## config.mk

```make
export PLATFORM = sky130hd
export DESIGN_NAME = array_bst_insert_search_top
export DESIGN_NICKNAME = d
export VERILOG_FILES = /design/src/rtl/abst_pkg.sv /design/src/rtl/abst_level_ram.sv /design/src/rtl/abst_cell.sv /design/src/rtl/array_bst_insert_search_top.sv
export SDC_FILE = /design/constraint.sdc
export NUM_CORES = 2
export LEC_CHECK = 0
export BUFFER_PORTS_ARGS = -buffer_cell sky130_fd_sc_hd__buf_4
export CORE_MARGIN = 3
export CORE_UTILIZATION = 45
export DETAILED_ROUTE_END_ITERATION = 8
export GPL_TIMING_DRIVEN = 0
export PLACE_DENSITY = 0.7
export SYNTH_ARGS = -nofsm -noshare
export SYNTH_HDL_FRONTEND = slang
export SYNTH_SLANG_ARGS = --single-unit
```

## constraint.sdc

```tcl
create_clock -name clock -period 8.9 [get_ports clock]
set_input_delay 0.445 -clock clock [delete_from_list [all_inputs] [get_ports clock]]
set_output_delay 0.445 -clock clock [all_outputs]
set_load 0.01 [all_outputs]
```

## src/rtl/abst_pkg.sv

```systemverilog
// Package for the array binary search tree: sizes, codes and the structs
// shared by the level cells, the level memories and the top level.
// Depends on nothing.
package abst_pkg;

   // Store size and derived tree shape.
   localparam int NODE_COUNT = 255;
   localparam int LEVELS     = $clog2(NODE_COUNT + 1);
   localparam int IDX_W      = LEVELS;
   localparam int KEY_W      = 8;
   localparam int POS_W      = 8;

   // Operation codes.
   typedef enum logic [0:0] {
      OP_INSERT = 1'b0,
      OP_SEARCH = 1'b1
   } op_type;

   // Status codes: insert ok / search found, insert full / search not found.
   localparam logic STATUS_OK   = 1'b0;
   localparam logic STATUS_FAIL = 1'b1;

   typedef struct packed {
      op_type                   operation;
      logic signed [KEY_W-1:0]  key;
   } req_type;

   typedef struct packed {
      logic              status;
      logic [POS_W-1:0]  position;
   } rsp_type;

   // Transaction walking down the row of level cells.
   typedef struct packed {
      logic                     live;
      logic                     done;
      op_type                   operation;
      logic signed [KEY_W-1:0]  key;
      logic [IDX_W-1:0]         idx;
      logic                     status;
      logic [POS_W-1:0]         position;
   } token_type;

   // Write request from a level cell into its level memory.
   typedef struct packed {
      logic                     en;
      logic [IDX_W-1:0]         idx;
      logic signed [KEY_W-1:0]  key;
   } wr_req_type;

   // Low bits of a node index, as reported in the position field.
   function automatic logic [POS_W-1:0] to_position(input logic [IDX_W-1:0] idx);
      logic [IDX_W+POS_W-1:0] wide;
      wide = {{POS_W{1'b0}}, idx};
      return wide[POS_W-1:0];
   endfunction

endpackage

```

## src/rtl/abst_level_ram.sv

```systemverilog
// Node memory of one tree level, with a valid bit per entry cleared at reset.
// Depends on abst_pkg.
module abst_level_ram #(
   parameter int LEVEL = 0
) (
   input  logic                              clock,
   input  logic                              reset,
   input  logic                              wr_en,
   input  logic [abst_pkg::IDX_W-1:0]        wr_idx,
   input  logic signed [abst_pkg::KEY_W-1:0] wr_key,
   input  logic [abst_pkg::IDX_W-1:0]        rd_idx,
   output logic signed [abst_pkg::KEY_W-1:0] rd_key
);
   import abst_pkg::*;

   localparam int DEPTH  = 1 << LEVEL;
   localparam int ADDR_W = (LEVEL == 0) ? 1 : LEVEL;
   localparam logic [IDX_W:0] BASE = (IDX_W + 1)'(DEPTH - 1);

   logic signed [KEY_W-1:0] mem_ff [DEPTH];
   logic [DEPTH-1:0]        vld_ff;
   logic [DEPTH-1:0]        vld_in;
   logic signed [KEY_W-1:0] rd_data_ff;
   logic                    rd_vld_ff;
   logic [IDX_W:0]          wr_ofs;
   logic [IDX_W:0]          rd_ofs;
   logic [ADDR_W-1:0]       wr_addr;
   logic [ADDR_W-1:0]       rd_addr;

   // Offset of a node inside this level.
   assign wr_ofs  = {1'b0, wr_idx} - BASE;
   assign rd_ofs  = {1'b0, rd_idx} - BASE;
   assign wr_addr = wr_ofs[ADDR_W-1:0];
   assign rd_addr = rd_ofs[ADDR_W-1:0];

   // Data array with registered read.
   always_ff @(posedge clock) begin
      if (wr_en) begin
         mem_ff[wr_addr] <= wr_key;
      end
      rd_data_ff <= mem_ff[rd_addr];
   end

   // Valid bits: an entry never written reads as empty.
   always_comb begin
      vld_in = vld_ff;
      if (wr_en) begin
         vld_in[wr_addr] = 1'b1;
      end
   end

   always_ff @(posedge clock) begin
      if (reset) begin
         vld_ff    <= '0;
         rd_vld_ff <= 1'b0;
      end else begin
         vld_ff    <= vld_in;
         rd_vld_ff <= vld_ff[rd_addr];
      end
   end

   assign rd_key = rd_vld_ff ? rd_data_ff : '0;

endmodule

```

## src/rtl/abst_cell.sv

```systemverilog
// One level cell: holds the transaction visiting its tree level, decides the
// step at that level and hands the transaction to the next level.
// Depends on abst_pkg.
module abst_cell (
   input  logic                              clock,
   input  logic                              reset,
   input  abst_pkg::token_type               tok_i,
   input  logic signed [abst_pkg::KEY_W-1:0] node_key,
   output abst_pkg::token_type               tok_o,
   output abst_pkg::wr_req_type              wr_o
);
   import abst_pkg::*;

   localparam logic [IDX_W:0] NODE_LIMIT = (IDX_W + 1)'(NODE_COUNT);

   token_type       tok_ff;
   logic            go_left;
   logic [IDX_W:0]  child;

   // Transaction register; only the live flag needs a reset.
   always_ff @(posedge clock) begin
      if (reset) begin
         tok_ff.live <= 1'b0;
      end else begin
         tok_ff.live <= tok_i.live;
      end
      tok_ff.done      <= tok_i.done;
      tok_ff.operation <= tok_i.operation;
      tok_ff.key       <= tok_i.key;
      tok_ff.idx       <= tok_i.idx;
      tok_ff.status    <= tok_i.status;
      tok_ff.position  <= tok_i.position;
   end

   // Branch direction and child index; equal keys go left on insert.
   always_comb begin
      if (tok_ff.operation == OP_INSERT) begin
         go_left = (tok_ff.key <= node_key);
      end else begin
         go_left = (tok_ff.key < node_key);
      end
      child = {tok_ff.idx, 1'b0} + (go_left ? (IDX_W + 1)'(1) : (IDX_W + 1)'(2));
   end

   // Step at this level.
   always_comb begin
      tok_o = tok_ff;
      wr_o  = '0;
      if (tok_ff.live && !tok_ff.done) begin
         if (node_key == '0) begin
            // Empty node: insert stores here, search misses.
            tok_o.done = 1'b1;
            if (tok_ff.operation == OP_INSERT) begin
               wr_o.en          = 1'b1;
               wr_o.idx         = tok_ff.idx;
               wr_o.key         = tok_ff.key;
               tok_o.status     = STATUS_OK;
               tok_o.position   = to_position(tok_ff.idx);
            end else begin
               tok_o.status     = STATUS_FAIL;
               tok_o.position   = '0;
            end
         end else if (tok_ff.operation == OP_SEARCH && node_key == tok_ff.key) begin
            tok_o.done     = 1'b1;
            tok_o.status   = STATUS_OK;
            tok_o.position = to_position(tok_ff.idx);
         end else if (child >= NODE_LIMIT) begin
            // Walk leaves the store: full on insert, not found on search.
            tok_o.done     = 1'b1;
            tok_o.status   = STATUS_FAIL;
            tok_o.position = '0;
         end else begin
            tok_o.idx = child[IDX_W-1:0];
         end
      end
   end

endmodule

```

## src/rtl/array_bst_insert_search_top.sv

```systemverilog
// Binary search tree of signed 8-bit keys stored as an implicit array, built
// as a row of level cells and level memories. Depends on abst_pkg,
// abst_cell and abst_level_ram.
//
// A transaction enters the cell of the root level and moves down one tree
// level per clock, each cell reading the node memory of its own level, so the
// result passes the transaction register of every level cell and then the
// output register. One transaction is in the tree at a time: a new request
// is taken once the busy register clears after the previous one leaves the
// last level, and only while the skid register is empty. A finished result
// may wait in the output register and one skid register while the next
// transaction walks the tree. The node store is empty after reset with no
// clearing pass; a node holding zero counts as empty, so inserting key zero
// reports its position but leaves the node reading as empty.
module array_bst_insert_search_top (
   input  logic              clock,
   input  logic              reset,
   input  logic              req_valid,
   output logic              req_ready,
   input  abst_pkg::req_type req_data,
   output logic              rsp_valid,
   input  logic              rsp_ready,
   output abst_pkg::rsp_type rsp_data
);
   import abst_pkg::*;

   token_type               tok_in   [LEVELS];
   token_type               tok_out  [LEVELS];
   wr_req_type              wr_req   [LEVELS];
   logic signed [KEY_W-1:0] node_key [LEVELS];

   logic    busy_ff, busy_in;
   logic    rsp_valid_ff, rsp_valid_in;
   logic    hold_valid_ff, hold_valid_in;
   rsp_type rsp_data_ff, rsp_data_in;
   rsp_type hold_data_ff, hold_data_in;
   logic    req_accept;
   logic    rsp_accept;
   logic    tok_exit;
   rsp_type tok_rsp;

   assign req_ready  = !busy_ff && !hold_valid_ff;
   assign req_accept = req_valid && req_ready;
   assign rsp_accept = rsp_valid_ff && rsp_ready;

   // New transaction enters the root level.
   always_comb begin
      tok_in[0]           = '0;
      tok_in[0].live      = req_accept;
      tok_in[0].operation = req_data.operation;
      tok_in[0].key       = req_data.key;
      tok_in[0].status    = STATUS_FAIL;
   end

   // Row of level cells, each with the node memory of its level.
   for (genvar lv = 0; lv < LEVELS; lv++) begin : g_level
      if (lv > 0) begin : g_link
         assign tok_in[lv] = tok_out[lv-1];
      end

      abst_level_ram #(
         .LEVEL (lv)
      ) u_ram (
         .clock  (clock),
         .reset  (reset),
         .wr_en  (wr_req[lv].en),
         .wr_idx (wr_req[lv].idx),
         .wr_key (wr_req[lv].key),
         .rd_idx (tok_in[lv].idx),
         .rd_key (node_key[lv])
      );

      abst_cell u_cell (
         .clock    (clock),
         .reset    (reset),
         .tok_i    (tok_in[lv]),
         .node_key (node_key[lv]),
         .tok_o    (tok_out[lv]),
         .wr_o     (wr_req[lv])
      );
   end

   assign tok_exit         = tok_out[LEVELS-1].live;
   assign tok_rsp.status   = tok_out[LEVELS-1].status;
   assign tok_rsp.position = tok_out[LEVELS-1].position;

   // Busy while a transaction walks the tree.
   always_comb begin
      busy_in = busy_ff;
      if (req_accept) begin
         busy_in = 1'b1;
      end else if (tok_exit) begin
         busy_in = 1'b0;
      end
   end

   // Output register with one skid register behind it.
   always_comb begin
      rsp_valid_in  = rsp_valid_ff;
      rsp_data_in   = rsp_data_ff;
      hold_valid_in = hold_valid_ff;
      hold_data_in  = hold_data_ff;
      if (rsp_accept) begin
         rsp_valid_in  = hold_valid_ff;
         rsp_data_in   = hold_data_ff;
         hold_valid_in = 1'b0;
      end
      if (tok_exit) begin
         if (rsp_valid_in) begin
            hold_valid_in = 1'b1;
            hold_data_in  = tok_rsp;
         end else begin
            rsp_valid_in = 1'b1;
            rsp_data_in  = tok_rsp;
         end
      end
   end

   always_ff @(posedge clock) begin
      if (reset) begin
         busy_ff       <= 1'b0;
         rsp_valid_ff  <= 1'b0;
         hold_valid_ff <= 1'b0;
      end else begin
         busy_ff       <= busy_in;
         rsp_valid_ff  <= rsp_valid_in;
         hold_valid_ff <= hold_valid_in;
      end
      rsp_data_ff  <= rsp_data_in;
      hold_data_ff <= hold_data_in;
   end

   assign rsp_valid = rsp_valid_ff;
   assign rsp_data  = rsp_data_ff;

endmodule
```

# Word level (Yosys, flattened, before mapping)
# Memory sizes are Yosys's and may differ from the RTL's. A register that Yosys moved wholly into a read port is not among the register bits.
# Cells that the tools add are included.
[word_totals] ff_bits=490 mem_bits_rw=2040 input_bits=13 out_inout_bits=11 elab_cells=402 memories=8
[memory_table] name="g_level[7].u_ram.mem_ff" words=128 width=8 read_ports=1 rd_ports_with_merged_regs=1 write_ports=1 line="abst_level_ram.sv:20" rtl="logic signed [KEY_W-1:0] mem_ff [DEPTH];"
[memory_table] name="g_level[6].u_ram.mem_ff" words=64 width=8 read_ports=1 rd_ports_with_merged_regs=1 write_ports=1 line="abst_level_ram.sv:20"
[memory_table] name="g_level[5].u_ram.mem_ff" words=32 width=8 read_ports=1 rd_ports_with_merged_regs=1 write_ports=1 line="abst_level_ram.sv:20"
[memory_table] name="g_level[4].u_ram.mem_ff" words=16 width=8 read_ports=1 rd_ports_with_merged_regs=1 write_ports=1 line="abst_level_ram.sv:20"
[memory_table] name="g_level[3].u_ram.mem_ff" words=8 width=8 read_ports=1 rd_ports_with_merged_regs=1 write_ports=1 line="abst_level_ram.sv:20"
[memory_table] name="g_level[2].u_ram.mem_ff" words=4 width=8 read_ports=1 rd_ports_with_merged_regs=1 write_ports=1 line="abst_level_ram.sv:20"
[memory_table] name="2 more memories"
[op_classes] add_sub_neg=21 n_lt_le_gt_ge=47 n_eq_ne=8 muxes=190 n_bitwise=8 n_reduce_logical=45
[ops] op="17-bit 2-to-1 mux" n=31
[ops] op="9-bit 2-to-1 mux" n=35
[ops] op="8-bit 2-to-1 mux" n=29
[ops] op="128-bit bitwise OR" n=1
[ops] op="1-bit 2-to-1 mux" n=74
[ops] op="9-bit by 8-bit >= comparator with 1-bit output, second input constant" n=8
[ops] op="8-bit == test" n=8
[ops] op="8-bit <= comparator" n=8
[ops] op="8-bit zero test" n=8
[ops] op="8-bit < comparator" n=8
[ops] op="64-bit bitwise OR" n=1
[ops] op="9-bit adder" n=6
[ops] op="32-bit bitwise OR" n=1
[ops] op="1-bit logical AND" n=26
[ops] op="7-bit by 8-bit < comparator with 1-bit output, second input constant" n=2
[ops] op="2-bit 2-to-1 mux" n=8
[ops] op="16-bit bitwise OR" n=1
[ops] op="6-bit by 7-bit < comparator with 1-bit output, second input constant" n=2
[ops] op="7-bit subtractor, second input constant" n=2
[ops] op="5-bit by 6-bit < comparator with 1-bit output, second input constant" n=2
[ops] op="6-bit subtractor, second input constant" n=2
[ops] op="4-bit by 5-bit < comparator with 1-bit output, second input constant" n=2
[ops] op="5-bit subtractor, second input constant" n=2
[ops] op="9-bit by 2-bit adder with 9-bit output" n=1
[ops] op="other kinds (35)" n=51

# Logic depth before layout (Yosys ltp)
[depth] depth_word=13 mapped_depth=34 ltp_nobuf=27

# Modules after synthesis
# Synthesis repeated with hierarchy kept, for this count alone.
[hier_totals] cells_unflattened=6156 area_unflattened_um2=104849.3
[modules_own_cells] mod="abst_level_ram at g_level[7].u_ram" n_inst=1 cells_each=2245 area_per_inst_um2=45180.8
[modules_own_cells] mod="abst_level_ram at g_level[6].u_ram" n_inst=1 cells_each=1160 area_per_inst_um2=22781.8
[modules_own_cells] mod="abst_cell" n_inst=8 cells_each=168 area_per_inst_um2=1526.5
[modules_own_cells] mod="abst_level_ram at g_level[5].u_ram" n_inst=1 cells_each=671 area_per_inst_um2=11780.0
[modules_own_cells] mod="abst_level_ram at g_level[4].u_ram" n_inst=1 cells_each=369 area_per_inst_um2=5891.9
[modules_own_cells] mod="abst_level_ram at g_level[3].u_ram" n_inst=1 cells_each=153 area_per_inst_um2=3103.0
[modules_own_cells] mod="abst_level_ram at g_level[2].u_ram" n_inst=1 cells_each=76 area_per_inst_um2=1609.0
[modules_own_cells] mod="abst_level_ram at g_level[1].u_ram" n_inst=1 cells_each=51 area_per_inst_um2=927.1
[modules_own_cells] mod="array_bst_insert_search_top" n_inst=1 cells_each=57 area_per_inst_um2=842.1
[modules_own_cells] mod="abst_level_ram at g_level[0].u_ram" n_inst=1 cells_each=30 area_per_inst_um2=521.8

# Worst setup path before layout
# OpenSTA, ideal clock, no wires.
[synth_timing] kind="reg2reg" from="reg g_level[6].u_ram.rd_vld_ff" to="reg g_level[7].u_ram.rd_data_ff[7] (read register of g_level[7].u_ram.mem_ff)" arrival_ps=6221 setup_slack_ps=2551 path_stages_with_launch=33 path_buffers=6 period_less_slack_ps=6349 cell_sequence="dfxtp_1 > buf_2 > and2_1 > ha_1 > nand4_1 > o31ai_1 > o21bai_1 > inv_1 > ha_1 > clkbuf_1 > nand2b_1 > o21ai_1 > a41oi_1 > a41o_1 > o21ai_2 > buf_4 > inv_1 > buf_2 > buf_2 > buf_1 > ha_1 > nor2b_1 > maj3_1 > a21oi_1 > xnor2_1 > nand3_1 > and2_0 > nor2_1 > nand2_1 > o21a_1 > o21ai_0 > nor4b_1 > nor4_1"
[synth_lines] element="start: declaration" line="abst_level_ram.sv:24" rtl="logic rd_vld_ff;"
[synth_lines] element="start signal: assignment" line="abst_level_ram.sv:58" rtl="rd_vld_ff <= vld_ff[rd_addr];"
[synth_lines] element="end: declaration" line="abst_level_ram.sv:23" rtl="logic signed [KEY_W-1:0] rd_data_ff;"

==> impl_metrics.py <==
metrics = {
    "run_status": {
        "outcome": "complete, but fails checks",
        "failing_checks": "capacitance limit",
    },
    "grt": {
        "grt_pass1_vias": 59900,
        "globalRoute.totalOverflow": 0,
        "grt_pass1_wl_mm": 404,
        "grt_use_total": 0.237,
        "antenna_found_initial": 8,
        "pin_count_of_the_biggest_net_entering_global_routing": 92,
    },
    "layout": {
        "highest_count_cells_in_the_layout_ignoring_fill_and_taps": "sky130_fd_sc_hd__edfxtp_1, sky130_fd_sc_hd__nor2_1, sky130_fd_sc_hd__nand2_1",
        "final_design_area_no_fill_sq_um": 114000,
        "nNetsFinal": 7141,
        "area_of_combinational_cells_with_multiple_inputs_sq_um": 27900,
        "fillerInstances": 18200,
        "register_area_sq_um": 71800,
        "layout_commonest_cell": "sky130_fd_sc_hd__edfxtp_1",
        "syn2layout_area_growth_pct": 12.9,
        "drive_gt1_frac": 0.164,
        "postLayoutCoreUtil": 0.512,
    },
    "sta": {
        "report.final.hold_viol_count": 0,
        "worst_hold_slack_ps": 100,
        "fin_setup_tns_ps": 0,
        "min_period_over_period": 0.987,
        "slew_violations": 0,
        "period_minus_slack_ps": 8780,
        "tightest_slew_ps": 1490,
        "rsz0062_at_grt": "yes",
        "timing.slew.headroom": 0.00537,
        "setup_violations": 0,
        "worst_clock_skew_ps": 51.8,
        "max_freq_mhz": 114,
    },
    "detailed_routing": {
        "detailedRoute.firstIterationViolations": 8713,
        "drcViolationCount": 0,
        "drt-pass1-iter-count": 8,
        "vias_per_cell": 6.00,
        "wire_per_inst_um": 27.2,
        "vias": 61400,
        "drt.antenna.violating_nets": 0,
        "routed_wl_mm": 278,
    },
    "synthesis": {
        "synth.avg_cell_area_sq_um": 15.0,
        "postSynthRegisterBits": 2562,
        "synth.area.top_cells": "sky130_fd_sc_hd__edfxtp_1, sky130_fd_sc_hd__dfxtp_1, sky130_fd_sc_hd__mux4_2",
        "synthesis.area_sq_um": 101000,
        "ys_seq_area_frac": 0.710,
        "synth_async_sr_flop_share": 0,
        "synth_enable_flop_cells": 2049,
        "synth_nets": 6832,
        "synth_top_cell_by_area": "sky130_fd_sc_hd__edfxtp_1",
        "yosys_most_used_dff": "sky130_fd_sc_hd__edfxtp_1",
        "synth_largest_type_area_fraction": 0.608,
        "synth_cells": 6729,
        "synth.lib_cells_used.distinct": 93,
        "yosysWarnings": 0,
    },
    "clock_tree": {
        "worstSkewPairLatency_ps": 910,
        "tritoncts": "built",
        "clk_pin_slew_worst_paths_ps": 60,
        "maximum_buffer_depth_of_the_clock_tree": 3,
        "htree_levels": 4,
        "clock_tree.root_cell": "sky130_fd_sc_hd__clkbuf_16",
        "cts_buffers": 240,
        "clock_sinks": 2562,
    },
    "placed_design": {
        "gpl.final_weighted_congestion": 0.985,
        "buffer_ports.inserted": 22,
        "hpwlAfterDp_mm": 190,
        "placed_area_sq_um": 106000,
    },
    "die": {
        "die_height_um": 480,
        "core.rowCount": 173,
        "core_area_sq_um": 223000,
        "initial_core_util": 0.454,
        "pin_count": 24,
        "die_x_um": 480,
        "fp.dieArea_sq_um": 230000,
    },
    "power": {
        "max-vdd-ir-drop_uv": 176,
        "power.density_cell_area_nw_per_um2": 206,
        "p_leak_nw": 38.2,
    },
    "critical_path": {
        "timing.critical_path.arrival_ps": 9590,
        "slowest_stage": "sky130_fd_sc_hd__o32ai_2",
        "cp_data_required_time_ps": 9700,
        "critical_path_peak_fanout": 12,
        "timing.critical_path.from_type": "flip-flop",
        "crit_path_category": "flip-flop to flip-flop",
        "critPathMaxStageDelay_ps": 550,
        "reg2reg_setup_slack_ps": 120,
        "critical_path.endpoint_type": "flip-flop",
    },
    "run": {
        "max-cap-violations": 1,
    },
    "worst_hold_path": {
        "hold_class": "input pin to flip-flop",
    },
}
[worst paths after layout]
path,end,start,cells past startpoint
max,g_level[7].u_ram.rd_data_ff[1],g_level[6].u_ram.rd_vld_ff,32
min,rsp_valid,rsp_ready,4
max reg2reg,g_level[7].u_ram.rd_data_ff[1],g_level[6].u_ram.rd_vld_ff,32
min reg2reg,g_level[0].u_ram.rd_data_ff[3],g_level[0].u_ram.mem_ff[0][3],0
[cell usage after synthesis (23+ instances only)]
cell	number
sky130_fd_sc_hd__edfxtp_1	2049
sky130_fd_sc_hd__nor2_1	846
sky130_fd_sc_hd__nand2_1	617
sky130_fd_sc_hd__dfxtp_1	513
sky130_fd_sc_hd__mux4_2	296
sky130_fd_sc_hd__mux2i_1	227
sky130_fd_sc_hd__a21oi_1	197
sky130_fd_sc_hd__clkbuf_1	189
sky130_fd_sc_hd__nand3_1	161
sky130_fd_sc_hd__mux2_2	120
sky130_fd_sc_hd__o21ai_0	110
sky130_fd_sc_hd__ha_1	90
sky130_fd_sc_hd__nor3_1	89
sky130_fd_sc_hd__buf_2	86
sky130_fd_sc_hd__o22ai_1	84
sky130_fd_sc_hd__and2_1	82
sky130_fd_sc_hd__o221ai_1	65
sky130_fd_sc_hd__a211oi_1	60
sky130_fd_sc_hd__and3_1	60
sky130_fd_sc_hd__inv_1	51
sky130_fd_sc_hd__nor2b_1	48
sky130_fd_sc_hd__buf_4	45
sky130_fd_sc_hd__a31oi_1	44
sky130_fd_sc_hd__a22o_1	42
sky130_fd_sc_hd__o21ba_2	40
sky130_fd_sc_hd__nand4_1	39
sky130_fd_sc_hd__a222oi_1	36
sky130_fd_sc_hd__a22oi_1	36
sky130_fd_sc_hd__xnor2_1	28
sky130_fd_sc_hd__xor2_1	25
sky130_fd_sc_hd__buf_1	23
sky130_fd_sc_hd__nand2b_1	23
[layer usage]
layer / vias to the layer above / wire (um) / global-route usage / share of wire
li1: 26400 / - / - / -
met1: 30900 / 108000 / 0.320 / 0.39
met2: 3379 / 130000 / 0.374 / 0.47
met3: 657 / 26800 / 0.0461 / 0.096
met4: 0 / 12900 / 0.103 / 0.046
met5: - / 0 / 0 / 0
[kinds of logic (layout without fill, tap and decap cells)]
family	after synthesis	after routing	synth area share
buffers and inverters	410	931	0.0189
multiplexers	644	644	0.102
XOR/XNOR	56	56	0.00507
AND/OR/NAND/NOR	2038	2038	0.0877
AO/OA/AOI/OAI	928	928	0.0653
other	0	5	0
flip-flops	2562	2562	0.710
adder cells (fa/ha/maj)	91	91	0.0112
[layout make-up]
class	instances	area share
diodes	5	0.000110
plain buffers	353	0.0155
clock buffers	321	0.0588
clock inverters	133	0.0114
inverters	55	0.00183
multi-input cells	3757	0.244
flip-flops and latches	2562	0.629
well taps	2975	0.0326
repair buffers	69	0.00739
[timing repair]
action / 4_1_cts / 5_1_grt
buffers inserted: 2 / 3
pin swaps: 0 / 2
cloned: 0 / 0
setup endpoints to repair: 18 / 18
hold endpoints to repair: 11 / 0
hold buffers: 10 / 0
resized for setup: 56 / 66
[through the flow]
step | setup WS, ps | power [mW] | std cells
final | 117 | 23.5 | 10200
after CTS | 2.96 | 23.6 | 10200
after floorplan | 2550 | 13.3 | 6729
after global placement | -1320 | 13.4 | 9726
after detailed placement | -1430 | 13.4 | 9757
after global routing | -87.7 | 24.1 | 10200
[worst max-delay path: cells and delay by family, from the launching register on]
kind            cells  cell delay [ps]
buf+inv             9             2090
simple gates        7             1690
fa+ha+maj           4             1130
flops               1              300
compound gates     11             3270
xor+xnor            1              140
[sequential cells by signal, summed over array words and instances (netlist names)]
name / flops
g_level.u_ram.rd_vld_ff: 8
g_level.u_cell.tok_o: 80
rsp_valid: 1
busy_ff: 1
g_level.u_ram.mem_ff: 2040
g_level.u_cell.tok_ff: 94
g_level.u_ram.rd_data_ff: 64
hold_valid_ff: 1
rsp_data: 9
hold_data_ff: 9
g_level.u_ram.vld_ff: 255
[where the power goes]
group,switching (mW),total [mW],internal (mW)
logic,0.213,0.331,0.118
clock network,4.53,10.4,5.83
registers,0.0441,12.8,12.8
(Power assumes the default switching activity.)
